===== src/rtl/plids_pkg.sv =====
// Shared types, codes and sizes for the positional list block.
package plids_pkg;

    localparam int DEPTH_DEF = 64;
    localparam int CMD_W     = 3;
    localparam int POS_W     = 7;
    localparam int VAL_W     = 32;
    localparam int STAT_W    = 3;
    localparam int FIDX_W    = 6;
    localparam int QDEPTH    = 2;

    localparam logic [CMD_W-1:0] CMD_CLEAR  = 3'd0;
    localparam logic [CMD_W-1:0] CMD_APPEND = 3'd1;
    localparam logic [CMD_W-1:0] CMD_INSERT = 3'd2;
    localparam logic [CMD_W-1:0] CMD_DELETE = 3'd3;
    localparam logic [CMD_W-1:0] CMD_SEARCH = 3'd4;
    localparam logic [CMD_W-1:0] CMD_DUMP   = 3'd5;

    typedef enum logic [STAT_W-1:0] {
        STAT_OK       = 3'd0,
        STAT_BADPOS   = 3'd1,
        STAT_EMPTY    = 3'd2,
        STAT_NOTFOUND = 3'd3,
        STAT_FULL     = 3'd4,
        STAT_BADCMD   = 3'd5
    } status_t;

    typedef enum logic [2:0] {
        OP_CLEAR,
        OP_APPEND,
        OP_INSERT,
        OP_DELETE,
        OP_SEARCH,
        OP_DUMP,
        OP_BADCMD
    } op_t;

    typedef enum logic [3:0] {
        ST_IDLE,
        ST_UP_RD,
        ST_UP_WR,
        ST_PUT,
        ST_DN_RD,
        ST_DN_WR,
        ST_SRCH_RD,
        ST_SRCH_CMP,
        ST_DUMP_RD,
        ST_DUMP_OUT,
        ST_RESP
    } state_t;

    typedef struct packed {
        logic [CMD_W-1:0]        cmd;
        logic [POS_W-1:0]        position;
        logic signed [VAL_W-1:0] operand_value;
    } cmd_word_t;

    typedef struct packed {
        logic [STAT_W-1:0]       status;
        logic [FIDX_W-1:0]       found_index;
        logic signed [VAL_W-1:0] entry_value;
        logic [POS_W-1:0]        entry_count;
        logic                    last;
    } res_word_t;

    typedef struct packed {
        op_t                     op;
        logic [POS_W-1:0]        position;
        logic signed [VAL_W-1:0] value;
    } q_entry_t;

endpackage


===== src/rtl/positional_list_insert_delete_search.sv =====
// Top level of the positional list: intake, command queue and execution unit.
// Each command word gives one result word, except a dump of a non-empty list, which gives one
// result per entry in order with last set on the final one. Clear, append, bad commands and
// rejected commands go straight to the response. Search reads and compares entries in order
// until a hit or the last one, a dump reads and sends each entry, insert reads and writes back
// each entry moved up and then writes the new value, and delete each entry moved down; the
// list memory, with its registered read, sets this pace. A two-word queue lets new commands
// be taken during execution, and a result register lets execution go on while a result waits.
module positional_list_insert_delete_search #(
    parameter int DEPTH = plids_pkg::DEPTH_DEF
) (
    input  logic                 clk,
    input  logic                 rst_n,
    input  logic                 cmd_valid,
    output logic                 cmd_stall,
    input  plids_pkg::cmd_word_t cmd_word,
    output logic                 res_valid,
    input  logic                 res_stall,
    output plids_pkg::res_word_t res_word
);
    import plids_pkg::*;

    logic     q_full;
    logic     q_push;
    q_entry_t q_entry;
    logic     q_pop;
    logic     q_valid;
    q_entry_t q_head;

    plids_front u_front (
        .cmd_valid (cmd_valid),
        .cmd_stall (cmd_stall),
        .cmd_word  (cmd_word),
        .q_full    (q_full),
        .q_push    (q_push),
        .q_entry   (q_entry)
    );

    plids_queue u_queue (
        .clk        (clk),
        .rst_n      (rst_n),
        .push       (q_push),
        .push_entry (q_entry),
        .full       (q_full),
        .pop        (q_pop),
        .q_valid    (q_valid),
        .head       (q_head)
    );

    plids_back #(
        .DEPTH (DEPTH)
    ) u_back (
        .clk       (clk),
        .rst_n     (rst_n),
        .q_valid   (q_valid),
        .head      (q_head),
        .pop       (q_pop),
        .res_valid (res_valid),
        .res_stall (res_stall),
        .res_word  (res_word)
    );

endmodule


===== src/rtl/plids_front.sv =====
// Command intake: accept words and decode them into queue entries.
module plids_front (
    input  logic                 cmd_valid,
    output logic                 cmd_stall,
    input  plids_pkg::cmd_word_t cmd_word,
    input  logic                 q_full,
    output logic                 q_push,
    output plids_pkg::q_entry_t  q_entry
);
    import plids_pkg::*;

    op_t op;

    always_comb
    begin
        case (cmd_word.cmd)
            CMD_CLEAR:  op = OP_CLEAR;
            CMD_APPEND: op = OP_APPEND;
            CMD_INSERT: op = OP_INSERT;
            CMD_DELETE: op = OP_DELETE;
            CMD_SEARCH: op = OP_SEARCH;
            CMD_DUMP:   op = OP_DUMP;
            default:    op = OP_BADCMD;
        endcase
    end

    assign cmd_stall        = q_full;
    assign q_push           = cmd_valid && !q_full;
    assign q_entry.op       = op;
    assign q_entry.position = cmd_word.position;
    assign q_entry.value    = cmd_word.operand_value;

endmodule


===== src/rtl/plids_queue.sv =====
// Short queue of decoded commands between intake and execution.
module plids_queue (
    input  logic                clk,
    input  logic                rst_n,
    input  logic                push,
    input  plids_pkg::q_entry_t push_entry,
    output logic                full,
    input  logic                pop,
    output logic                q_valid,
    output plids_pkg::q_entry_t head
);
    import plids_pkg::*;

    localparam int PTR_W = (QDEPTH > 1) ? $clog2(QDEPTH) : 1;
    localparam int FILL_W = $clog2(QDEPTH + 1);

    q_entry_t            slot_reg [QDEPTH];
    logic [PTR_W-1:0]    wr_ptr_reg, wr_ptr_next;
    logic [PTR_W-1:0]    rd_ptr_reg, rd_ptr_next;
    logic [FILL_W-1:0]   fill_reg, fill_next;

    always_comb
    begin
        wr_ptr_next = wr_ptr_reg;
        rd_ptr_next = rd_ptr_reg;
        fill_next   = fill_reg;
        if (push)
        begin
            wr_ptr_next = (wr_ptr_reg == PTR_W'(QDEPTH - 1)) ? '0 : wr_ptr_reg + PTR_W'(1);
        end
        if (pop)
        begin
            rd_ptr_next = (rd_ptr_reg == PTR_W'(QDEPTH - 1)) ? '0 : rd_ptr_reg + PTR_W'(1);
        end
        if (push && !pop)
        begin
            fill_next = fill_reg + FILL_W'(1);
        end
        else if (pop && !push)
        begin
            fill_next = fill_reg - FILL_W'(1);
        end
    end

    always_ff @(posedge clk or negedge rst_n)
    begin
        if (!rst_n)
        begin
            wr_ptr_reg <= '0;
            rd_ptr_reg <= '0;
            fill_reg   <= '0;
        end
        else
        begin
            wr_ptr_reg <= wr_ptr_next;
            rd_ptr_reg <= rd_ptr_next;
            fill_reg   <= fill_next;
        end
    end

    always_ff @(posedge clk)
    begin
        if (push)
        begin
            slot_reg[wr_ptr_reg] <= push_entry;
        end
    end

    assign full    = (fill_reg == FILL_W'(QDEPTH));
    assign q_valid = (fill_reg != '0);
    assign head    = slot_reg[rd_ptr_reg];

endmodule


===== src/rtl/plids_back.sv =====
// Command execution: list memory, count, shift/search/dump sequencer and result register.
module plids_back #(
    parameter int DEPTH = plids_pkg::DEPTH_DEF
) (
    input  logic                 clk,
    input  logic                 rst_n,
    input  logic                 q_valid,
    input  plids_pkg::q_entry_t  head,
    output logic                 pop,
    output logic                 res_valid,
    input  logic                 res_stall,
    output plids_pkg::res_word_t res_word
);
    import plids_pkg::*;

    localparam int IDX_W = $clog2(DEPTH);
    localparam int CNT_W = $clog2(DEPTH + 1);

    logic signed [VAL_W-1:0] mem [DEPTH];

    state_t                  state_reg, state_next;
    logic [CNT_W-1:0]        count_reg, count_next;
    logic [IDX_W-1:0]        idx_reg, idx_next;
    logic [POS_W-1:0]        pos_reg, pos_next;
    logic signed [VAL_W-1:0] val_reg, val_next;
    status_t                 status_reg, status_next;
    logic [IDX_W-1:0]        hit_idx_reg, hit_idx_next;
    logic signed [VAL_W-1:0] rd_data_reg;
    logic                    res_valid_reg, res_valid_next;
    res_word_t               res_word_reg, res_word_next;

    logic                    we;
    logic [IDX_W-1:0]        waddr;
    logic signed [VAL_W-1:0] wdata;
    logic                    re;
    logic [IDX_W-1:0]        raddr;
    logic                    emit;

    logic [POS_W-1:0]        cnt_ext;
    logic [POS_W-1:0]        idx_ext;
    logic                    is_full;
    logic                    is_empty;
    logic                    up_done;
    logic                    dn_done;
    logic                    last_ent;
    logic                    hit;
    logic                    can_load;

    assign cnt_ext  = POS_W'(count_reg);
    assign idx_ext  = POS_W'(idx_reg);
    assign is_full  = (count_reg >= CNT_W'(DEPTH));
    assign is_empty = (count_reg == '0);
    assign up_done  = (POS_W'(idx_reg - IDX_W'(1)) == pos_reg);
    assign dn_done  = ((idx_ext + POS_W'(2)) == cnt_ext);
    assign last_ent = ((idx_ext + POS_W'(1)) == cnt_ext);
    assign hit      = (rd_data_reg == val_reg);
    assign can_load = !res_valid_reg || !res_stall;

    always_comb
    begin
        state_next = state_reg;
        case (state_reg)
            ST_IDLE:
            begin
                if (q_valid)
                begin
                    case (head.op)
                        OP_INSERT:
                        begin
                            if (head.position > cnt_ext || is_full
                                || head.position == cnt_ext)
                            begin
                                state_next = ST_RESP;
                            end
                            else
                            begin
                                state_next = ST_UP_RD;
                            end
                        end
                        OP_DELETE:
                        begin
                            if (is_empty || head.position >= cnt_ext
                                || (head.position + POS_W'(1)) == cnt_ext)
                            begin
                                state_next = ST_RESP;
                            end
                            else
                            begin
                                state_next = ST_DN_RD;
                            end
                        end
                        OP_SEARCH:
                        begin
                            state_next = is_empty ? ST_RESP : ST_SRCH_RD;
                        end
                        OP_DUMP:
                        begin
                            state_next = is_empty ? ST_RESP : ST_DUMP_RD;
                        end
                        default:
                        begin
                            state_next = ST_RESP;
                        end
                    endcase
                end
            end
            ST_UP_RD:    state_next = ST_UP_WR;
            ST_UP_WR:    state_next = up_done ? ST_PUT : ST_UP_RD;
            ST_PUT:      state_next = ST_RESP;
            ST_DN_RD:    state_next = ST_DN_WR;
            ST_DN_WR:    state_next = dn_done ? ST_RESP : ST_DN_RD;
            ST_SRCH_RD:  state_next = ST_SRCH_CMP;
            ST_SRCH_CMP: state_next = (hit || last_ent) ? ST_RESP : ST_SRCH_RD;
            ST_DUMP_RD:  state_next = ST_DUMP_OUT;
            ST_DUMP_OUT:
            begin
                if (can_load)
                begin
                    state_next = last_ent ? ST_IDLE : ST_DUMP_RD;
                end
            end
            ST_RESP:
            begin
                if (can_load)
                begin
                    state_next = ST_IDLE;
                end
            end
            default:     state_next = ST_IDLE;
        endcase
    end

    always_comb
    begin
        count_next    = count_reg;
        idx_next      = idx_reg;
        pos_next      = pos_reg;
        val_next      = val_reg;
        status_next   = status_reg;
        hit_idx_next  = hit_idx_reg;
        pop           = 1'b0;
        we            = 1'b0;
        waddr         = idx_reg;
        wdata         = rd_data_reg;
        re            = 1'b0;
        raddr         = idx_reg;
        emit          = 1'b0;
        res_word_next = res_word_reg;
        case (state_reg)
            ST_IDLE:
            begin
                if (q_valid)
                begin
                    pop          = 1'b1;
                    pos_next     = head.position;
                    val_next     = head.value;
                    status_next  = STAT_OK;
                    hit_idx_next = '0;
                    case (head.op)
                        OP_CLEAR:
                        begin
                            count_next = '0;
                        end
                        OP_APPEND:
                        begin
                            if (is_full)
                            begin
                                status_next = STAT_FULL;
                            end
                            else
                            begin
                                we         = 1'b1;
                                waddr      = IDX_W'(count_reg);
                                wdata      = head.value;
                                count_next = count_reg + CNT_W'(1);
                            end
                        end
                        OP_INSERT:
                        begin
                            if (head.position > cnt_ext)
                            begin
                                status_next = STAT_BADPOS;
                            end
                            else if (is_full)
                            begin
                                status_next = STAT_FULL;
                            end
                            else if (head.position == cnt_ext)
                            begin
                                we         = 1'b1;
                                waddr      = IDX_W'(head.position);
                                wdata      = head.value;
                                count_next = count_reg + CNT_W'(1);
                            end
                            else
                            begin
                                idx_next = IDX_W'(count_reg);
                            end
                        end
                        OP_DELETE:
                        begin
                            if (is_empty)
                            begin
                                status_next = STAT_EMPTY;
                            end
                            else if (head.position >= cnt_ext)
                            begin
                                status_next = STAT_BADPOS;
                            end
                            else if ((head.position + POS_W'(1)) == cnt_ext)
                            begin
                                count_next = count_reg - CNT_W'(1);
                            end
                            else
                            begin
                                idx_next = IDX_W'(head.position);
                            end
                        end
                        OP_SEARCH:
                        begin
                            idx_next = '0;
                            if (is_empty)
                            begin
                                status_next = STAT_NOTFOUND;
                            end
                        end
                        OP_DUMP:
                        begin
                            idx_next = '0;
                            if (is_empty)
                            begin
                                status_next = STAT_EMPTY;
                            end
                        end
                        default:
                        begin
                            status_next = STAT_BADCMD;
                        end
                    endcase
                end
            end
            ST_UP_RD:
            begin
                re    = 1'b1;
                raddr = idx_reg - IDX_W'(1);
            end
            ST_UP_WR:
            begin
                we    = 1'b1;
                waddr = idx_reg;
                wdata = rd_data_reg;
                if (!up_done)
                begin
                    idx_next = idx_reg - IDX_W'(1);
                end
            end
            ST_PUT:
            begin
                we         = 1'b1;
                waddr      = IDX_W'(pos_reg);
                wdata      = val_reg;
                count_next = count_reg + CNT_W'(1);
            end
            ST_DN_RD:
            begin
                re    = 1'b1;
                raddr = idx_reg + IDX_W'(1);
            end
            ST_DN_WR:
            begin
                we    = 1'b1;
                waddr = idx_reg;
                wdata = rd_data_reg;
                if (dn_done)
                begin
                    count_next = count_reg - CNT_W'(1);
                end
                else
                begin
                    idx_next = idx_reg + IDX_W'(1);
                end
            end
            ST_SRCH_RD, ST_DUMP_RD:
            begin
                re    = 1'b1;
                raddr = idx_reg;
            end
            ST_SRCH_CMP:
            begin
                if (hit)
                begin
                    status_next  = STAT_OK;
                    hit_idx_next = idx_reg;
                end
                else if (last_ent)
                begin
                    status_next  = STAT_NOTFOUND;
                    hit_idx_next = '0;
                end
                else
                begin
                    idx_next = idx_reg + IDX_W'(1);
                end
            end
            ST_DUMP_OUT:
            begin
                if (can_load)
                begin
                    emit                      = 1'b1;
                    res_word_next.status      = STAT_OK;
                    res_word_next.found_index = FIDX_W'(idx_reg);
                    res_word_next.entry_value = rd_data_reg;
                    res_word_next.entry_count = cnt_ext;
                    res_word_next.last        = last_ent;
                    if (!last_ent)
                    begin
                        idx_next = idx_reg + IDX_W'(1);
                    end
                end
            end
            ST_RESP:
            begin
                if (can_load)
                begin
                    emit                      = 1'b1;
                    res_word_next.status      = status_reg;
                    res_word_next.found_index = FIDX_W'(hit_idx_reg);
                    res_word_next.entry_value = '0;
                    res_word_next.entry_count = cnt_ext;
                    res_word_next.last        = 1'b1;
                end
            end
            default:
            begin
            end
        endcase
        if (emit)
        begin
            res_valid_next = 1'b1;
        end
        else
        begin
            res_valid_next = res_valid_reg && res_stall;
        end
    end

    always_ff @(posedge clk or negedge rst_n)
    begin
        if (!rst_n)
        begin
            state_reg     <= ST_IDLE;
            count_reg     <= '0;
            res_valid_reg <= 1'b0;
        end
        else
        begin
            state_reg     <= state_next;
            count_reg     <= count_next;
            res_valid_reg <= res_valid_next;
        end
    end

    always_ff @(posedge clk)
    begin
        idx_reg      <= idx_next;
        pos_reg      <= pos_next;
        val_reg      <= val_next;
        status_reg   <= status_next;
        hit_idx_reg  <= hit_idx_next;
        res_word_reg <= res_word_next;
    end

    always_ff @(posedge clk)
    begin
        if (we)
        begin
            mem[waddr] <= wdata;
        end
    end

    always_ff @(posedge clk)
    begin
        if (re)
        begin
            rd_data_reg <= mem[raddr];
        end
    end

    assign res_valid = res_valid_reg;
    assign res_word  = res_word_reg;

    a_count_bound: assert property (@(posedge clk) disable iff (!rst_n)
        count_reg <= CNT_W'(DEPTH))
        else $error("list count beyond depth");

    a_scan_in_range: assert property (@(posedge clk) disable iff (!rst_n)
        (state_reg == ST_SRCH_CMP || state_reg == ST_DUMP_OUT) |-> idx_ext < cnt_ext)
        else $error("scan index beyond list count");

    a_clear_empties: assert property (@(posedge clk) disable iff (!rst_n)
        (state_reg == ST_IDLE && q_valid && head.op == OP_CLEAR) |=> count_reg == '0)
        else $error("clear did not empty the list");

    a_pop_only_idle: assert property (@(posedge clk) disable iff (!rst_n)
        pop |-> (state_reg == ST_IDLE && q_valid))
        else $error("queue popped while busy");

endmodule


===== config.mk =====
export PLATFORM = sky130hd
export DESIGN_NAME = positional_list_insert_delete_search
export DESIGN_NICKNAME = d
export VERILOG_FILES = /design/src/rtl/plids_pkg.sv /design/src/rtl/positional_list_insert_delete_search.sv /design/src/rtl/plids_front.sv /design/src/rtl/plids_queue.sv /design/src/rtl/plids_back.sv
export SDC_FILE = /design/constraint.sdc
export NUM_CORES = 2
export LEC_CHECK = 0
export BUFFER_PORTS_ARGS = -buffer_cell sky130_fd_sc_hd__buf_4
export CORE_MARGIN = 8
export CORE_UTILIZATION = 50
export DETAILED_ROUTE_END_ITERATION = 6
export PLACE_DENSITY = 0.65
export SYNTH_ARGS = -nofsm -noshare
export SYNTH_HDL_FRONTEND = slang
export SYNTH_SLANG_ARGS = --single-unit

===== constraint.sdc =====
create_clock -name clk -period 9.4 [get_ports clk]
set_input_delay 1.41 -clock clk [delete_from_list [all_inputs] [get_ports clk]]
set_output_delay 1.41 -clock clk [all_outputs]
set_load 0.1 [all_outputs]

# Word-level counts from Yosys, hierarchy flattened
# Memory sizes are Yosys's and may differ from the RTL's. A register that Yosys moved wholly into a read port is not among the register bits.
# Index checks and enable logic that the tools add are counted.
# W data, S select, Z words.
[totals] ff_bits=119 ramBits=2132 input_bits=46 word_cells=207 n_memories=2
[op_classes] n_addsub=12 magnitude_cmp=3 eq_ne=46 mux=93 reduce_logical=35
[mem_list] memory="u_back.mem" words=64 width=32 read_ports=1 rd_clocked_by_memory_dff=1 write_ports=1 line="plids_back.sv:19" source="logic signed [VAL_W-1:0] mem [DEPTH];"
[mem_list] memory="u_queue.slot_reg" words=2 width=42 read_ports=1 rd_clocked_by_memory_dff=0 write_ports=1 line="plids_queue.sv:17" source="q_entry_t slot_reg [QDEPTH];"
[ops] cell="$mux W32" n=5
[ops] cell="$pmux W32 S2" n=2
[ops] cell="$mux W6" n=20
[ops] cell="$mux W49" n=2
[ops] cell="$pmux W49 S2" n=1
[ops] cell="$mux W7" n=9
[ops] cell="$pmux W6 S2" n=4
[ops] cell="$pmux W4 S11" n=1
[ops] cell="$mux W4" n=9
[ops] cell="$pmux W3 S6" n=2
[ops] cell="$eq A7 B7 Y1" n=5
[ops] cell="$eq A32 B32 Y1" n=1
[ops] cell="$pmux W6 S5" n=1
[ops] cell="$pmux W7 S4" n=1
[ops] cell="$ne A3 B3 Y1 const B" n=7
[ops] cell="$pmux W7 S3" n=1
[ops] cell="$mux W1" n=18
[ops] cell="$mux W3" n=6
[ops] cell="$pmux W6 S3" n=1
[ops] cell="$eq A4 B3 Y1 const B" n=4
[ops] cell="$pmux W4 S4" n=1
[ops] cell="$add A7 B1 Y7 const B" n=2
[ops] cell="$reduce_and A13 Y1" n=1
[ops] cell="$eq A3 B2 Y1 const B" n=4
[ops] cell="42 further kinds" n=81

# Logic depth before layout (Yosys ltp)
# An unclocked memory read counts as a cell.
[logic_depth] ltp_word=10 mapped_depth=14

# By module
# Synthesis repeated with hierarchy kept, for this count alone.
[unflattened] cells_unflattened=5089 hier_area_um2=90360.4
[modules_own_cells] module="plids_back" instances=1 cells_each=4898 area_each_um2=86616.8
[modules_own_cells] module="plids_queue" instances=1 cells_each=147 area_each_um2=3422.0
[modules_own_cells] module="plids_front" instances=1 cells_each=44 area_each_um2=321.6

# Least setup slack after synthesis
# No wires, ideal clock.
[synth_path] path_kind="register to register" start="register u_queue.rd_ptr_reg" end="memory u_back.mem[37][0] (enable)" setup_time_ns=0.501 t_arrival_ns=5.973 t_required_ns=8.899 slack_ns=2.926 path_stages_with_launch=14 n_path_buf=3 cell_sequence="dfrtp_1 buf_6 buf_2 buf_2 mux2_2 ha_1 nand3_1 nor3_2 a21o_4 a21oi_4 a221o_1 nor2_1 nand2_1 nor4_1"
[synth_lines] element="from (decl)" line="plids_queue.sv:19" source="logic [PTR_W-1:0] rd_ptr_reg, rd_ptr_next;"
[synth_lines] element="from (signal assigned)" line="plids_queue.sv:56" source="rd_ptr_reg <= rd_ptr_next;"
[synth_lines] element="to (decl)" line="plids_back.sv:19"

==> qor.yml <==
outcome: "complete, no violations"
cts_hold_buf: 0
synth_edf_count: 2267
hold_violations: 0
syn_area_per_cell_um2: 21.1
netlist_area_um2: 88800
nets: 4451
tightest_slew_ns: 1.25
ff2ff_path_depth: 11
grt_pass1_vias: 42830
rsz0062_at_grt: "no"
cp-end-kind: "flop"
largest_reg_flops: 2048
startpoint_type: "flop"
syn2layout_area_growth_pct: 12.5
synth_warnings: 0
wl_um: 221000
slew-limit-headroom: 0.160
ys_seq_area_frac: 0.771
drc_errors: 0
root_buffer: "clkbuf_16"
postSynthNetCount: 4268
timing.rr.end: "u_back.mem[32][30]"
finalCriticalPeriod_ns: 6.29
ctsLongestPathBuffers: 3
synth_area_leaders: "edfxtp_1, mux4_2, a22oi_1"
antenna_found_initial: 3
viasPerCell: 6.38
coreArea_um2: 176000
ant_nets: 0
synth_common_cells: "edfxtp_1, mux4_2, a22oi_1"
timing.fmax_ghz: 0.159
grt_usage: 0.226
synthArstFlopShare: 0.00701
drv_cap: 0
path_clk_slew_ns: 0.06
grt_pass1_wl_um: 315000
setup_tns_ns: 0
die_h_um: 438
finalSetupViolCount: 0
initial_core_util: 0.504
io_pins: 97
grt_overflow_total: 0
die-area_um2: 191000
yosysMostFrequentCell: "edfxtp_1"
htreeDepth: 4
place.gp.congestion: 0.889
wl_per_cell_um: 32.0
cts_resized: 0
dp_hpwl_um: 123000
finClkSkew_ns: 0.0377
cp.arrival_ns: 6.75
cts_sinks: 2283
die_w_um: 438
port_buffers: 96
critPathMaxFanout: 54
syn_inst: 4206
clk_latency_ns: 0.86
row_count: 154
cp_data_required_time_ns: 9.86
drive_above_1_share: 0.257
first_pass_iters: 5
synth_ff_type: "edfxtp_1"
min_path_type: "in2async"
drt-initial-drc-count: 5592
reg2reg_setup_slack_ns: 3.11
period_share: 0.669
drv_slew: 0
post_cts_buffers: 0
critPathKind: "reg2reg"
synth_area_leader_cell: "edfxtp_1"
cts_tree: "built"
synth_cell_types: 83
synth_seq_cells: 2283
grt_max_degree: 123
yosysTopAreaCellShare: 0.766
whs_ns: 0.434
dr_total_vias: 44110
worstReg2RegStart: "u_queue.rd_ptr_reg"
numCtsBuffers: 216
[through the flow]
| stage | cell area (um2) | setup WS, ns | util | instances |
|---|---|---|---|---|
| 2_1_floorplan | 88800 | 2.93 | - | 4206 |
| 3_3_place_gp | 93200 | 3.30 | 0.528 | 6511 |
| 3_5_place_dp | 93200 | 3.23 | 0.528 | 6511 |
| 4_1_cts | 100000 | 3.22 | 0.567 | 6910 |
| 5_1_grt | 100000 | 2.85 | 0.567 | 6911 |
| 6_report | 100000 | 3.11 | 0.567 | 6912 |
[cell families (layout without fill, tap and decap cells)]
logic type / Yosys count / in the layout / share of synthesized area
buf+inv: 257 / 621 / 0.0127
flops: 2283 / 2283 / 0.771
xor+xnor: 78 / 78 / 0.00806
fa+ha+maj: 16 / 16 / 0.00225
compound gates: 522 / 522 / 0.0425
other cells: 0 / 2 / 0
mux: 565 / 565 / 0.136
simple gates: 485 / 485 / 0.0275
[area by class of cell]
type	instances	area [um2]
Fill cell	12817	76300
Sequential cell	2283	68500
Multi-Input combinational cell	1666	20000
Clock buffer	281	5720
Tap cell	2340	2930
Timing Repair Buffer	201	1650
Clock inverter	118	1100
Inverter	21	78.8
Antenna cell	2	5.00
[cell usage in the layout, fill, tap and decap left out, types with 21 or more instances in the layout]
cell / count
buf_4: 190
and3_1: 41
clkbuf_16: 219
nor2_4: 61
nor2_1: 70
clkinv_1: 56
edfxtp_1: 2267
mux2_2: 43
a21oi_1: 80
mux4_2: 510
nand3_1: 21
a22oi_1: 281
clkinv_2: 32
xnor2_1: 62
nor2b_1: 39
clkbuf_1: 61
o21ai_0: 32
nand2_1: 145
[routing by layer]
layer	wire, um	track usage	vias to the layer above
met1	92300	0.336	23596
met3	19100	0.0390	304
met4	8480	0.0849	0
li1	-	-	18082
met2	101000	0.341	2128
met5	0	0	-
[worst max-delay path: stages, from the launching register on]
cell	delay, ns
dfrtp_2	0.34
buf_4	0.61
mux2i_1	0.45
inv_1	0.16
ha_1	0.34
nand4_1	0.17
nor3_2	0.46
a21o_4	0.40
a21oi_4	0.13
a221oi_1	1.01
nand3_1	0.71
nor2_4	1.05
[worst max-delay path by stage]
stage,startpoint,end,slack (ns),cells past startpoint
after floorplan,u_queue.rd_ptr_reg,u_back.mem[37][0],2.93,13
after global placement,u_queue.rd_ptr_reg,u_back.mem[32][22],3.30,11
after detailed placement,u_queue.rd_ptr_reg,u_back.mem[56][9],3.23,11
after CTS,u_queue.rd_ptr_reg,u_back.mem[56][28],3.22,11
after global routing,u_queue.rd_ptr_reg,u_back.mem[56][13],2.85,11
final,u_queue.rd_ptr_reg,u_back.mem[32][30],3.11,11
Power is not shown: default switching activity piles up to over one toggle a cycle in this logic, so the estimate is an artifact.
